**src/rtl/pva_pkg.sv**
```systemverilog
// Shared types and constants for the potentiometer volume averaging block.
package pva_pkg;

  // Width of the hysteresis register and of the volume result.
  localparam int unsigned HYST_W = 15;
  localparam int unsigned VOL_W  = 8;

  // Largest volume code; larger quotients saturate here.
  localparam logic [VOL_W-1:0] VOL_MAX = 8'hFF;

  // Fill status reported by each queue to the logic that feeds or drains it.
  typedef struct packed {
    logic full;
    logic empty;
    logic room2;
  } pva_fifo_st_t;

endpackage

```
**src/rtl/pva_ram.sv**
```systemverilog
// Generic single-write, single-read RAM with a registered, read-first output.
module pva_ram #(
  parameter int unsigned WIDTH = 10,
  parameter int unsigned DEPTH = 30,
  parameter int unsigned ADDR_W = (DEPTH > 1) ? $clog2(DEPTH) : 1
) (
  input  logic              clk,
  input  logic              we,
  input  logic [ADDR_W-1:0] waddr,
  input  logic [WIDTH-1:0]  wdata,
  input  logic              re,
  input  logic [ADDR_W-1:0] raddr,
  output logic [WIDTH-1:0]  rdata
);

  logic [WIDTH-1:0] mem [DEPTH];

  // A read and a write to the same address in one cycle return the old word.
  always_ff @(posedge clk) begin
    if (re) begin
      rdata <= mem[raddr];
    end
    if (we) begin
      mem[waddr] <= wdata;
    end
  end

endmodule

```
**src/rtl/pva_fifo.sv**
```systemverilog
// Small register-based queue with full, empty and two-slot room status.
module pva_fifo #(
  parameter int unsigned WIDTH = 8,
  parameter int unsigned DEPTH = 4
) (
  input  logic                  clk,
  input  logic                  rst,
  input  logic                  push,
  input  logic [WIDTH-1:0]      wdata,
  input  logic                  pop,
  output logic [WIDTH-1:0]      rdata,
  output pva_pkg::pva_fifo_st_t st
);
  import pva_pkg::*;

  localparam int unsigned PTR_W = (DEPTH > 1) ? $clog2(DEPTH) : 1;
  localparam int unsigned CNT_W = $clog2(DEPTH + 1);
  localparam logic [PTR_W-1:0] LAST_PTR = PTR_W'(DEPTH - 1);

  logic [WIDTH-1:0] mem [DEPTH];
  logic [PTR_W-1:0] wr_ptr;
  logic [PTR_W-1:0] rd_ptr;
  logic [CNT_W-1:0] count;
  logic             do_push;
  logic             do_pop;

  // Status flags come straight from the occupancy count.
  assign st.full  = (count == CNT_W'(DEPTH));
  assign st.empty = (count == '0);
  assign st.room2 = ((int'(count) + 2) <= int'(DEPTH));

  assign do_push = push && !st.full;
  assign do_pop  = pop && !st.empty;
  assign rdata   = mem[rd_ptr];

  // Pointers and occupancy.
  always_ff @(posedge clk) begin
    if (rst) begin
      wr_ptr <= '0;
      rd_ptr <= '0;
      count  <= '0;
    end else begin
      if (do_push) begin
        wr_ptr <= (wr_ptr == LAST_PTR) ? '0 : wr_ptr + 1'b1;
      end
      if (do_pop) begin
        rd_ptr <= (rd_ptr == LAST_PTR) ? '0 : rd_ptr + 1'b1;
      end
      if (do_push && !do_pop) begin
        count <= count + 1'b1;
      end else if (!do_push && do_pop) begin
        count <= count - 1'b1;
      end
    end
  end

  // Storage.
  always_ff @(posedge clk) begin
    if (do_push) begin
      mem[wr_ptr] <= wdata;
    end
  end

endmodule

```
**src/rtl/pva_front.sv**
```systemverilog
// Front end: accepts samples, writes the sample ring and fetches the evicted entry.
module pva_front #(
  parameter int unsigned WINDOW      = 30,
  parameter int unsigned SAMPLE_BITS = 10
) (
  input  logic                         clk,
  input  logic                         rst,
  input  logic                         push,
  output logic                         full,
  input  logic [SAMPLE_BITS-1:0]       adc_sample,
  input  pva_pkg::pva_fifo_st_t        mid_st,
  output logic                         mid_push,
  output logic [2*SAMPLE_BITS-1:0]     mid_data
);
  import pva_pkg::*;

  localparam int unsigned IDX_W = (WINDOW > 1) ? $clog2(WINDOW) : 1;
  localparam logic [IDX_W-1:0] LAST_IDX = IDX_W'(WINDOW - 1);

  logic [IDX_W-1:0]       ring_index;
  logic                   filled;
  logic                   accept;
  logic                   s1_valid;
  logic [SAMPLE_BITS-1:0] s1_sample;
  logic                   s1_filled;
  logic [SAMPLE_BITS-1:0] ram_q;
  logic [SAMPLE_BITS-1:0] old_sample;

  // A beat in flight needs its own slot in the queue as well as the new one.
  assign full   = s1_valid ? !mid_st.room2 : mid_st.full;
  assign accept = push && !full;

  // Ring position and fill flag; entries not yet written read as zero.
  always_ff @(posedge clk) begin
    if (rst) begin
      ring_index <= '0;
      filled     <= 1'b0;
      s1_valid   <= 1'b0;
    end else begin
      s1_valid <= accept;
      if (accept) begin
        ring_index <= (ring_index == LAST_IDX) ? '0 : ring_index + 1'b1;
        if (ring_index == LAST_IDX) begin
          filled <= 1'b1;
        end
      end
    end
  end

  // Stage register that waits for the RAM read.
  always_ff @(posedge clk) begin
    if (accept) begin
      s1_sample <= adc_sample;
      s1_filled <= filled;
    end
  end

  pva_ram #(
    .WIDTH (SAMPLE_BITS),
    .DEPTH (WINDOW)
  ) u_ring (
    .clk   (clk),
    .we    (accept),
    .waddr (ring_index),
    .wdata (adc_sample),
    .re    (accept),
    .raddr (ring_index),
    .rdata (ram_q)
  );

  // Hand the new sample and the evicted one to the back end.
  assign old_sample = s1_filled ? ram_q : '0;
  assign mid_push   = s1_valid;
  assign mid_data   = {s1_sample, old_sample};

  a_no_overflow: assert property (@(posedge clk) disable iff (rst)
    s1_valid |-> !mid_st.full)
    else $error("front pushes into a full queue");

  a_index_range: assert property (@(posedge clk) disable iff (rst)
    ring_index <= LAST_IDX)
    else $error("ring index beyond the window");

endmodule

```
**src/rtl/pva_back.sv**
```systemverilog
// Back end: keeps the window sum, applies hysteresis and scales to a volume.
module pva_back #(
  parameter int unsigned WINDOW      = 30,
  parameter int unsigned SAMPLE_BITS = 10
) (
  input  logic                         clk,
  input  logic                         rst,
  input  logic [pva_pkg::HYST_W-1:0]   hysteresis,
  input  pva_pkg::pva_fifo_st_t        mid_st,
  input  logic [2*SAMPLE_BITS-1:0]     mid_data,
  output logic                         mid_pop,
  input  pva_pkg::pva_fifo_st_t        out_st,
  output logic                         out_push,
  output logic [pva_pkg::VOL_W-1:0]    out_data
);
  import pva_pkg::*;

  localparam int unsigned SUM_W   = $clog2(WINDOW * ((2 ** SAMPLE_BITS) - 1) + 1);
  localparam int unsigned CMP_W   = ((SUM_W > HYST_W) ? SUM_W : HYST_W) + 1;
  localparam int unsigned DIV_VAL = WINDOW * (2 ** (SAMPLE_BITS - 8));
  localparam int unsigned RECIP_W = SUM_W + 1;
  localparam int unsigned PROD_W  = SUM_W + RECIP_W;
  localparam logic [SUM_W-1:0]   DIV_C = SUM_W'(DIV_VAL);
  localparam logic [RECIP_W-1:0] RECIP = RECIP_W'((2 ** SUM_W) / DIV_VAL);

  logic                   adv;
  logic [SAMPLE_BITS-1:0] new_smp;
  logic [SAMPLE_BITS-1:0] old_smp;
  logic [SUM_W-1:0]       window_sum;
  logic [SUM_W-1:0]       applied_sum;
  logic                   a_valid;
  logic [CMP_W-1:0]       ws_x;
  logic [CMP_W-1:0]       ap_x;
  logic [CMP_W-1:0]       hy_x;
  logic                   emit;
  logic                   b_valid;
  logic [SUM_W-1:0]       b_sum;
  logic                   c_valid;
  logic [SUM_W-1:0]       c_sum;
  logic [PROD_W-1:0]      c_prod;
  logic [SUM_W-1:0]       q0;
  logic [SUM_W-1:0]       qd;
  logic [SUM_W-1:0]       rem;
  logic                   fix;
  logic [SUM_W-1:0]       rem_final;
  logic [SUM_W:0]         quot;

  // The whole pipeline holds while a finished volume cannot enter the output queue.
  assign adv     = !(c_valid && out_st.full);
  assign mid_pop = adv && !mid_st.empty;
  assign new_smp = mid_data[2*SAMPLE_BITS-1:SAMPLE_BITS];
  assign old_smp = mid_data[SAMPLE_BITS-1:0];

  // Hysteresis test against the sum last applied.
  assign ws_x = CMP_W'(window_sum);
  assign ap_x = CMP_W'(applied_sum);
  assign hy_x = CMP_W'(hysteresis);
  assign emit = (ws_x > ap_x + hy_x) || (ws_x + hy_x < ap_x);

  // Control state and running sums.
  always_ff @(posedge clk) begin
    if (rst) begin
      window_sum  <= '0;
      applied_sum <= '0;
      a_valid     <= 1'b0;
      b_valid     <= 1'b0;
      c_valid     <= 1'b0;
    end else if (adv) begin
      a_valid <= !mid_st.empty;
      b_valid <= a_valid && emit;
      c_valid <= b_valid;
      if (!mid_st.empty) begin
        window_sum <= window_sum - SUM_W'(old_smp) + SUM_W'(new_smp);
      end
      if (a_valid && emit) begin
        applied_sum <= window_sum;
      end
    end
  end

  // Payload stages: capture the sum, then multiply by the reciprocal.
  always_ff @(posedge clk) begin
    if (adv) begin
      b_sum  <= window_sum;
      c_sum  <= b_sum;
      c_prod <= PROD_W'(b_sum) * PROD_W'(RECIP);
    end
  end

  // Quotient estimate is low by at most one; one compare corrects it.
  assign q0        = SUM_W'(c_prod >> SUM_W);
  assign qd        = SUM_W'(q0 * DIV_C);
  assign rem       = c_sum - qd;
  assign fix       = (rem >= DIV_C);
  assign rem_final = fix ? rem - DIV_C : rem;
  assign quot      = {1'b0, q0} + (SUM_W + 1)'(fix);

  assign out_push = c_valid && !out_st.full;
  assign out_data = (quot > (SUM_W + 1)'(VOL_MAX)) ? VOL_MAX : quot[VOL_W-1:0];

  a_div_exact: assert property (@(posedge clk) disable iff (rst)
    c_valid |-> (rem_final < DIV_C))
    else $error("volume quotient off by more than one");

  a_applied_on_emit: assert property (@(posedge clk) disable iff (rst)
    (!$past(rst) && !$stable(applied_sum)) |-> $past(adv && a_valid && emit))
    else $error("applied sum changed without an emitted beat");

endmodule

```
**src/rtl/pot_volume_average_hysteresis_core.sv**
```systemverilog
// Top level of the potentiometer volume block: moving average with hysteresis.
//
//   channel  direction  handshake             payload
//   input    in         push / full           adc_sample[SAMPLE_BITS-1:0]
//   result   out        empty / pop           volume[7:0]
//   config   in         cfg_valid / cfg_ready cfg_data[14:0] (hysteresis)
//
// One sample is accepted every cycle while full is low; the ring is a RAM
// with one write and one registered read port, so a front stage register
// holds each sample until its evicted entry is read.
// Reset clears the sums and a fill flag; unwritten ring entries read as zero,
// so no clearing pass is needed. The hysteresis register resets to 2*WINDOW.
// Stalls on the result side fill the output queue, then the middle queue, then
// raise full; cfg_ready is always high.
module pot_volume_average_hysteresis_core #(
  parameter int unsigned WINDOW      = 30,
  parameter int unsigned SAMPLE_BITS = 10
) (
  input  logic                       clk,
  input  logic                       rst,
  input  logic                       push,
  output logic                       full,
  input  logic [SAMPLE_BITS-1:0]     adc_sample,
  output logic                       empty,
  input  logic                       pop,
  output logic [pva_pkg::VOL_W-1:0]  volume,
  input  logic                       cfg_valid,
  output logic                       cfg_ready,
  input  logic [pva_pkg::HYST_W-1:0] cfg_data
);
  import pva_pkg::*;

  localparam int unsigned MID_DEPTH = 4;
  localparam int unsigned OUT_DEPTH = 4;
  localparam logic [HYST_W-1:0] HYST_RESET = HYST_W'(2 * WINDOW);

  logic [HYST_W-1:0]        hysteresis;
  pva_fifo_st_t             mid_st;
  pva_fifo_st_t             out_st;
  logic                     mid_push;
  logic                     mid_pop;
  logic [2*SAMPLE_BITS-1:0] mid_wdata;
  logic [2*SAMPLE_BITS-1:0] mid_rdata;
  logic                     out_push;
  logic [VOL_W-1:0]         out_wdata;

  // Configuration register.
  assign cfg_ready = 1'b1;

  always_ff @(posedge clk) begin
    if (rst) begin
      hysteresis <= HYST_RESET;
    end else if (cfg_valid && cfg_ready) begin
      hysteresis <= cfg_data;
    end
  end

  pva_front #(
    .WINDOW      (WINDOW),
    .SAMPLE_BITS (SAMPLE_BITS)
  ) u_front (
    .clk        (clk),
    .rst        (rst),
    .push       (push),
    .full       (full),
    .adc_sample (adc_sample),
    .mid_st     (mid_st),
    .mid_push   (mid_push),
    .mid_data   (mid_wdata)
  );

  pva_fifo #(
    .WIDTH (2 * SAMPLE_BITS),
    .DEPTH (MID_DEPTH)
  ) u_mid_q (
    .clk   (clk),
    .rst   (rst),
    .push  (mid_push),
    .wdata (mid_wdata),
    .pop   (mid_pop),
    .rdata (mid_rdata),
    .st    (mid_st)
  );

  pva_back #(
    .WINDOW      (WINDOW),
    .SAMPLE_BITS (SAMPLE_BITS)
  ) u_back (
    .clk        (clk),
    .rst        (rst),
    .hysteresis (hysteresis),
    .mid_st     (mid_st),
    .mid_data   (mid_rdata),
    .mid_pop    (mid_pop),
    .out_st     (out_st),
    .out_push   (out_push),
    .out_data   (out_wdata)
  );

  pva_fifo #(
    .WIDTH (VOL_W),
    .DEPTH (OUT_DEPTH)
  ) u_out_q (
    .clk   (clk),
    .rst   (rst),
    .push  (out_push),
    .wdata (out_wdata),
    .pop   (pop),
    .rdata (volume),
    .st    (out_st)
  );

  assign empty = out_st.empty;

endmodule

```
**config.mk**
```make
export PLATFORM = sky130hd
export DESIGN_NAME = pot_volume_average_hysteresis_core
export DESIGN_NICKNAME = d
export VERILOG_FILES = /design/src/rtl/pva_pkg.sv /design/src/rtl/pva_ram.sv /design/src/rtl/pva_fifo.sv /design/src/rtl/pva_front.sv /design/src/rtl/pva_back.sv /design/src/rtl/pot_volume_average_hysteresis_core.sv
export SDC_FILE = /design/constraint.sdc
export NUM_CORES = 1
export LEC_CHECK = 0
export BUFFER_PORTS_ARGS = -buffer_cell sky130_fd_sc_hd__buf_2
export CORE_ASPECT_RATIO = 1.1
export CORE_MARGIN = 3
export CORE_UTILIZATION = 62
export DETAILED_ROUTE_END_ITERATION = 8
export GPL_TIMING_DRIVEN = 0
export PLACE_DENSITY = 0.84
export SYNTH_ARGS = -nofsm -noshare
export SYNTH_HDL_FRONTEND = slang
export SYNTH_SLANG_ARGS = --single-unit
export TNS_END_PERCENT = 100
```
**constraint.sdc**
```tcl
create_clock -name clk -period 11.6 [get_ports clk]
set_clock_uncertainty 0.15 [all_clocks]
set_input_delay 3.48 -clock clk [delete_from_list [all_inputs] [get_ports clk]]
set_output_delay 3.48 -clock clk [all_outputs]
set_load 0.02 [all_outputs]
```
==> results of run 1 <==
==> kinds of logic after synthesis <==
family / share of synthesized area [%]
adders and majority gates: 11.1
other: 0.0145
DFF: 60.0
muxes: 10.5
and+or+nand+nor: 7.17
xor gates and xnor gates: 2.13
AOI/OAI and AO/OA: 6.38
buffers and inverters: 2.72
==> area by class of cell <==
type / count / area (um2) / share of cell area, %
Sequential cell: 542 / 15500 / 54.7
Inverter: 133 / 499 / 1.76
Timing Repair Buffer: 38 / 213 / 0.748
Buffer: 49 / 205 / 0.722
Clock buffer: 61 / 1350 / 4.73
Clock inverter: 33 / 270 / 0.951
Multi-Input combinational cell: 1044 / 9660 / 34.0
Tap cell: 553 / 692 / 2.43
==> final timing paths <==
path,from,endpoint,slack (ps),depth (start not counted)
max,u_back.c_prod[17],u_out_q.mem[1][7],5120,23
min,u_front.filled,u_front.s1_filled,320,0
max reg2reg,u_back.c_prod[17],u_out_q.mem[1][7],5120,23
min reg2reg,u_front.filled,u_front.s1_filled,320,0
==> where the power goes <==
group	internal [mW]	switching, mW
Sequential	2.35	0.164
Clock	0.899	0.734
Combinational	1.49	1.89
==> state kept, by name (all words and copies together) (netlist names), 12 cells and up, named ones only <==
signal and cells:
u_out_q.mem 32, u_front.u_ring.mem 300, u_back.window_sum 15, u_back.b_sum 15, hysteresis 15, u_back.c_sum 12
u_back.applied_sum 15, u_mid_q.mem 80
==> per-layer routing <==
metal / global-route usage, % / vias to the layer above / wire [um]
li1: - / 6854 / -
met2: 46.7 / 693 / 29100
met4: 14.1 / 0 / 3470
met1: 30.7 / 7551 / 20700
met3: 4.33 / 203 / 3930
met5: 0 / - / 0
==> through the flow <==
step	hold WS (ps)	total power, mW
detailed placement	280	5.88
finish	321	7.53
CTS	317	7.53
global placement	269	5.71
global route	342	8.04
floorplan	259	5.11
==> worst max-delay path, stage by stage (launching register included) <==
cell and delay (ps):
edfxtp_1 550, fa_1 540, fa_1 530, inv_1 60, fa_1 410, nor2b_1 130, o21ai_0 110, a21oi_1 220
o21ai_0 100, nand2b_1 110, xnor2_1 130, ha_1 300, and2_1 170, o21ai_0 270, and2_1 210, mux2_1 330
a22oi_1 210, a211o_1 190, ha_1 230, ha_1 260, nand4_1 140, xnor2_1 140, a31oi_1 470, nand2_1 230
==> placed cells by master (no fill, tap or decap), types with 48 or more instances in the layout <==
cell type and instances:
mux2i_1 48, nor2_1 134, mux4_2 98, a21oi_1 77, ha_1 173, inv_1 130, clkbuf_16 52, dfxtp_1 73
edfxtp_1 469, nand2_1 68
==> flow_summary.json, run 1 <==
{
  "gp_congestion": 0.944,
  "ant_nets": 0,
  "syn_area_um2": 25900,
  "synth_area_leaders": "edfxtp_1, mux4_2, ha_1",
  "fin_crit_sh_pct": 55.9,
  "synth-edff-count": 469,
  "n_fill_cell": 2619,
  "hold_buffers": 0,
  "dieArea_um2": 44300,
  "area_growth_pct": 9.73,
  "setup_slack_ps": 5120,
  "die_width_um": 201,
  "clock_sinks": 542,
  "period_needed_ps": 6480,
  "outcome": "completed",
  "drt_iter0_markers": 1333,
  "maxSlewViolCount": 0,
  "portBuffers": 37,
  "root_buffer": "clkbuf_16",
  "syn_inst": 1768,
  "dp_cells": 2358,
  "first_pass_iters": 6,
  "worst_setup_path_end_kind": "flop",
  "yosysMostFrequentCell": "edfxtp_1",
  "worstMarginPinSlew_ps": 1220,
  "n_antenna_cell": 0,
  "critPathLaunchType": "flop",
  "stdcell_area_um2": 28400,
  "grt-ovfl-total": 0,
  "cts_tree": "yes",
  "clock_path_buffers": 3,
  "worstPathMaxFanout": 8,
  "fin_tns_setup_ps": 0,
  "fmax_mhz": 154,
  "final_nets": 2099,
  "yosysWarnings": 0,
  "synth.avg_cell_area_um2": 14.7,
  "synth_commonest_cells": "edfxtp_1, ha_1, nor2_1",
  "num_vias": 15300,
  "power.leakage_nw": 10.6,
  "synthFlopType": "edfxtp_1",
  "synth_cell_types": 73,
  "htreeDepth": 2,
  "track_usage_pct": 26.2,
  "antenna_found_initial": 0,
  "hold_path_class": "flop to flop",
  "cts_resized": 0,
  "synth_nets": 2007,
  "pre_cts_ws_ps": 4530,
  "drc": 0,
  "power.density_nw_per_um2": 265,
  "peakVddDrop_mv": 0.247,
  "cts_inserted_buffers": 52,
  "cts_setup_buffers": 0,
  "place_area_um2": 26800,
  "post-route-util_pct": 69.8,
  "fp-row-count": 77,
  "stdcell_count": 2453,
  "vias_per_cell": 6.24,
  "die_y_um": 220,
  "grt_first_pass_wirelength_mm": 88.6,
  "drive_above_1_share_pct": 12.8,
  "hold_violations": 0,
  "maxSlewHeadroom_pct": 18.0,
  "grt_pass1_vias": 15800,
  "path_class": "flop to flop",
  "drt-total-wl_mm": 57.2,
  "post-synth-top-area-cell": "edfxtp_1",
  "io_pins": 41,
  "synthArstFlopShare_pct": 0,
  "clock_latency_ps": 610,
  "max_cap_viol_count": 0,
  "synth_top_area_share_pct": 54.4,
  "arrival_ps": 6630,
  "dp_hpwl_mm": 38.6,
  "postSynthRegisterBits": 542,
  "finalSetupViolCount": 0,
  "ys_seq_area_share_pct": 60.0,
  "start_util_pct": 63.6,
  "worstPathRequired_ps": 11740,
  "grt_setup_unrepaired": "false",
  "wl_per_cell_um": 23.3,
  "grt_max_degree": 39,
  "core_area_um2": 40800,
  "clk_pin_slew_ps": 60
}
No activity file was read; power rests on OpenSTA's default activity.
==> run 2, diff against run 1 <==
Settings changed: CORE_UTILIZATION 62 to 57, PLACE_DENSITY 0.84 to 0.81.
Clock period 11.6 ns to 5.76 ns, I/O delays scaled along.
==> run 2 against run 1 <==
Critical path depth down 1; first-iteration DRC count fell by 22%; via count fell by 1.6%; clock power increased by 110%; critical path type unchanged.
==> flow_summary.json, run 2 (synthesis results as in run 1) <==
{
  "worst_setup_path_end_kind": "flop",
  "cts_tree": "yes",
  "wl_per_cell_um": 22.6,
  "htreeDepth": 2,
  "pre_cts_ws_ps": -725,
  "outcome": "completed",
  "power_mw": 15.9,
  "stdcell_area_um2": 28900,
  "clock_path_buffers": 3,
  "arrival_ps": 5860,
  "worstMarginPinSlew_ps": 1220,
  "fp-row-count": 81,
  "ant_nets": 0,
  "die_y_um": 230,
  "grt_pass1_vias": 15800,
  "io_pins": 41,
  "vias_per_cell": 6.01,
  "reg_top3": "u_front.u_ring.mem x300, u_mid_q.mem x80, u_out_q.mem x32",
  "reg2regPathDepth": 22,
  "dp_hpwl_mm": 38.4,
  "drc": 0,
  "r2r_slack_ps": 70,
  "timing.rr.end": "u_out_q.mem[2][5]",
  "drt_iter0_markers": 1046,
  "fmax_mhz": 176,
  "cts_inserted_buffers": 52,
  "first_pass_iters": 5,
  "n_antenna_cell": 0,
  "num_vias": 15100,
  "grt_setup_unrepaired": "true",
  "place_area_um2": 26800,
  "dieArea_um2": 48100,
  "portBuffers": 37,
  "die_width_um": 209,
  "root_buffer": "clkbuf_16",
  "track_usage_pct": 23.7,
  "power.density_nw_per_um2": 550,
  "start_util_pct": 58.0,
  "mostFrequentLayoutCells": "edfxtp_1, ha_1, nor2_1, inv_1, mux4_2",
  "fin_tns_setup_ps": 0,
  "grt_first_pass_wirelength_mm": 88.2,
  "clock_sinks": 542,
  "regMostFlops": "u_front.u_ring.mem",
  "gp_congestion": 0.897,
  "n_fill_cell": 3058,
  "largest_register_ffs": 300,
  "area_growth_pct": 11.6,
  "timing.critical_path.from": "u_back.c_prod[17]",
  "maxSlewViolCount": 0,
  "worstPathRequired_ps": 5930,
  "period_needed_ps": 5690,
  "peakVddDrop_mv": 0.549,
  "finalSetupViolCount": 0,
  "path_class": "flop to flop",
  "grt-ovfl-total": 0,
  "critPathLaunchType": "flop",
  "hold_path_class": "flop to flop",
  "hold_violations": 0,
  "core_area_um2": 44700,
  "drive_above_1_share_pct": 15.1,
  "post-route-util_pct": 64.7,
  "antenna_found_initial": 0,
  "maxSlewHeadroom_pct": 17.9,
  "clk_pin_slew_ps": 60,
  "grt_max_degree": 39,
  "power.leakage_nw": 10.8,
  "max_cap_viol_count": 0,
  "r2r-start": "u_back.c_prod[17]",
  "fin_crit_sh_pct": 98.8,
  "critPathCapture": "u_out_q.mem[2][5]",
  "worstPathMaxFanout": 8,
  "final_nets": 2120,
  "drt-total-wl_mm": 56.6,
  "setup_slack_ps": 71.5,
  "mostFrequentLayoutCell": "edfxtp_1",
  "clock_latency_ps": 620
}
## run 2: where the power goes
part           internal (mW)  switching [mW]
Sequential              4.72           0.308
Combinational           3.43            4.04
Clock                   1.90            1.48
Total                   10.1            5.83
## run 2: routing by layer
| layer | global-route usage, % | vias up | wire length, um |
|---|---|---|---|
| met5 | 0 | - | 0 |
| met4 | 10.4 | 0 | 2670 |
| met3 | 3.79 | 158 | 3160 |
| met2 | 42.0 | 525 | 29300 |
| met1 | 28.8 | 7479 | 21500 |
| li1 | - | 6889 | - |
## run 2: final cells by class
cell class | count | area [um2] | area share [%]
plain buffers | 49 | 205 | 0.710
flip-flops and latches | 542 | 15500 | 53.8
well taps | 581 | 727 | 2.51
clock inverters | 31 | 315 | 1.09
clock buffers | 66 | 1390 | 4.79
inverters | 133 | 499 | 1.73
repair buffers | 59 | 370 | 1.28
multi-input cells | 1044 | 9860 | 34.1
## run 2: worst max-delay path: stages (launching register included)
cell	delay (ps)
edfxtp_1	500
fa_1	580
fa_1	450
ha_1	300
a21oi_2	140
nor2b_1	70
o31a_1	330
o221a_4	240
xnor2_2	130
ha_1	290
and3_1	190
o211ai_1	140
and2_4	210
mux2_4	300
a22oi_2	150
a211o_1	190
ha_4	160
ha_4	140
nand4_1	140
xnor2_2	180
a31oi_4	180
buf_12	180
nand2_4	70
## run 2: how the worst min path moves through the flow
| stage | to | cells after the start | slack (ps) | startpoint |
|---|---|---|---|---|
| 6_report | u_front.s1_filled | 0 | 290 | u_front.filled |
| 5_1_grt | u_front.s1_filled | 0 | 310 | u_front.filled |
| 4_1_cts | u_front.s1_filled | 0 | 290 | u_front.filled |
| 3_5_place_dp | u_front.s1_filled | 0 | 270 | u_front.filled |
| 3_3_place_gp | u_front.s1_filled | 0 | 270 | u_front.filled |
| 2_1_floorplan | u_front.s1_filled | 0 | 260 | u_front.filled |
## run 2: timing repair
action / in CTS / in global routing
hold buffers: 0 / 0
pin swaps: 16 / 13
gates resized for setup: 34 / 5
setup buffers: 13 / 8
endpoints found under the setup margin: 32 / 32
## run 2: stage by stage
| step | hold WS, ps | instances |
|---|---|---|
| global route | 310 | 2505 |
| detailed placement | 272 | 2386 |
| floorplan | 259 | 1768 |
| CTS | 291 | 2496 |
| global placement | 266 | 2386 |
| finish | 290 | 2505 |
==> run 3, diff against run 2 <==
Settings changed: CTS_CLUSTER_SIZE set to 40, SETUP_SLACK_MARGIN set to 0.4.
==> run 3 against run 2 <==
Wire length is 1.6% higher; utilization increased by 0.32 points; final cell count rose by 0.12%; register-to-register slack improved by 40 ps; critical path depth is the same; first-iteration DRC count grew 29%; sequential share of layout area shrank 0.26 points; clock power is 4% higher; count of clock-buffer cells in the layout grew 6; critical path type unchanged; combinational power is 3.1% higher.
==> flow_summary.json, run 3 (synthesis results as in run 1) <==
{
  "outcome": "completed",
  "drt-total-wl_mm": 57.5,
  "hold_violations": 0,
  "post-route-util_pct": 65.0,
  "clk_pin_slew_ps": 60,
  "min_path_cells": 0,
  "finalSetupViolCount": 0,
  "die_width_um": 209,
  "wl_per_cell_um": 22.9,
  "cts_tree": "yes",
  "arrival_ps": 5810,
  "grt_max_degree": 39,
  "hold_path_class": "flop to flop",
  "gp_congestion": 0.901,
  "fin_crit_sh_pct": 98.0,
  "dp_cells": 2386,
  "power.leakage_nw": 10.9,
  "power.density_nw_per_um2": 559,
  "seq_power_share_pct": 31.0,
  "critPathSlowestCell": "fa_2",
  "regMostFlops": "u_front.u_ring.mem",
  "io_pins": 41,
  "fin_tns_setup_ps": 0,
  "r2r-start": "u_back.c_prod[16]",
  "pwr-share-comb_pct": 47.4,
  "cp_cell_sequence": "fa_1, fa_2, ha_4, a21oi_2, nor2b_4, o31a_1, o221a_4, xnor2_2, ha_1, and3_1, o211ai_1, and2_4, mux2_4, a22oi_2, a211o_1, ha_4, ha_4, nand4_1, xnor2_2, a31oi_4, buf_12, nand2_4",
  "grt_first_pass_wirelength_mm": 90.1,
  "crit_top_cell": "ha_4",
  "reg_top3": "u_front.u_ring.mem x300, u_mid_q.mem x80, u_out_q.mem x32",
  "reg2regPathDepth": 22,
  "drt_iter0_markers": 1352,
  "dieArea_um2": 48100,
  "hp-start": "u_front.filled",
  "path_class": "flop to flop",
  "stdcell_count": 2508,
  "portBuffers": 37,
  "clock_latency_ps": 600,
  "worst_setup_path_end_kind": "flop",
  "swShare_pct": 36.6,
  "mostFrequentLayoutCells": "edfxtp_1, ha_1, nor2_1, inv_1, mux4_2",
  "drc": 0,
  "first_pass_iters": 5,
  "fmax_mhz": 177,
  "grt_pass1_vias": 15900,
  "grt-ovfl-total": 0,
  "timing.critical_path.from": "u_back.c_prod[16]",
  "internal-power_mw": 10.3,
  "grt_setup_unrepaired": "true",
  "htreeDepth": 2,
  "peakVddDrop_mv": 0.477,
  "drive_above_1_share_pct": 15.9,
  "critPathLaunchType": "flop",
  "track_usage_pct": 24.3,
  "p_switching_mw": 5.94,
  "ant_nets": 0,
  "n_antenna_cell": 0,
  "largest_register_ffs": 300,
  "cts_inserted_buffers": 53,
  "clock_path_buffers": 3,
  "worstPathMaxFanout": 8,
  "antenna_found_initial": 0,
  "start_util_pct": 58.0,
  "mostFrequentLayoutCell": "edfxtp_1",
  "num_vias": 15200,
  "max_cap_viol_count": 0,
  "holdWs_ps": 296,
  "critPathMaxStageDelay_ps": 610,
  "die_y_um": 230,
  "vias_per_cell": 6.04,
  "power_mw": 16.2,
  "pwr-share-clk_pct": 21.5,
  "maxSlewHeadroom_pct": 19.0,
  "worstPathRequired_ps": 5930,
  "fp-row-count": 81,
  "root_buffer": "clkbuf_16",
  "maxSlewViolCount": 0,
  "area_growth_pct": 12.1,
  "clock_sinks": 542,
  "worstMarginPinSlew_ps": 1210,
  "dp_hpwl_mm": 38.3,
  "final_nets": 2121,
  "core_area_um2": 44700,
  "period_needed_ps": 5640
}
[run 3: changes by cell type in the layout (fill, tap and decap cells not counted), moves of 3 or more]
cell / previous run / this run
clkinv_1: 9 / 4
clkinvlp_4: 0 / 5
clkbuf_8: 1 / 5
clkinv_2: 11 / 7
inv_1: 129 / 126
inv_2: 4 / 7
[run 3: cell type report]
class	count	area [um2]
Fill cell	3035	15600
Sequential cell	542	15500
Multi-Input combinational cell	1044	9920
Clock buffer	72	1470
Tap cell	581	727
Inverter	133	499
Timing Repair Buffer	59	374
Clock inverter	28	314
Buffer	49	205
[run 3: per-stage QoR]
stage	worst slack (ps)	instance area [um2]
detailed placement	-261	26900
floorplan	364	25900
global route	-81.2	29000
finish	116	29000
CTS	149	28900
global placement	-162	26900
[run 3: what timing repair did]
action                                  4_1_cts  5_1_grt
endpoints found under the setup margin       32       42
hold buffers                                  0        0
resized for setup                            28       19
pin swaps                                    17       15
setup buffers                                18        3
[run 3: routing by layer]
layer	track usage [%]	vias up	wire length, um
met3	4.07	161	3300
met1	29.3	7534	21700
met4	10.1	0	2770
met5	0	-	0
met2	43.2	571	29700
li1	-	6888	-
[run 3: power by group through the flow]
stage	Clock, mW	Combinational [mW]	Sequential (mW)
4_1_cts	3.55	7.32	5.04
3_5_place_dp	0	6.81	5.14
2_1_floorplan	0	5.38	4.99
5_1_grt	3.69	8.63	5.07
3_3_place_gp	0	6.52	5.12
6_report	3.50	7.71	5.04
[run 3: final timing paths]
path	slack, ps	end
worst max-delay path	120	u_out_q.mem[0][5]
worst min-delay path	300	u_front.s1_filled
worst max register to register	120	u_out_q.mem[0][5]
worst min register to register	300	u_front.s1_filled
[run 3: worst max-delay path: cells and delay by family, from the launching register on]
| kind | cells | cell delay, ps |
|---|---|---|
| AOI/OAI and AO/OA | 7 | 1350 |
| and+or+nand+nor | 5 | 650 |
| adders and majority gates | 6 | 1970 |
| xor gates and xnor gates | 2 | 310 |
| buffers and inverters | 1 | 180 |
| muxes | 1 | 300 |
| DFF | 1 | 450 |
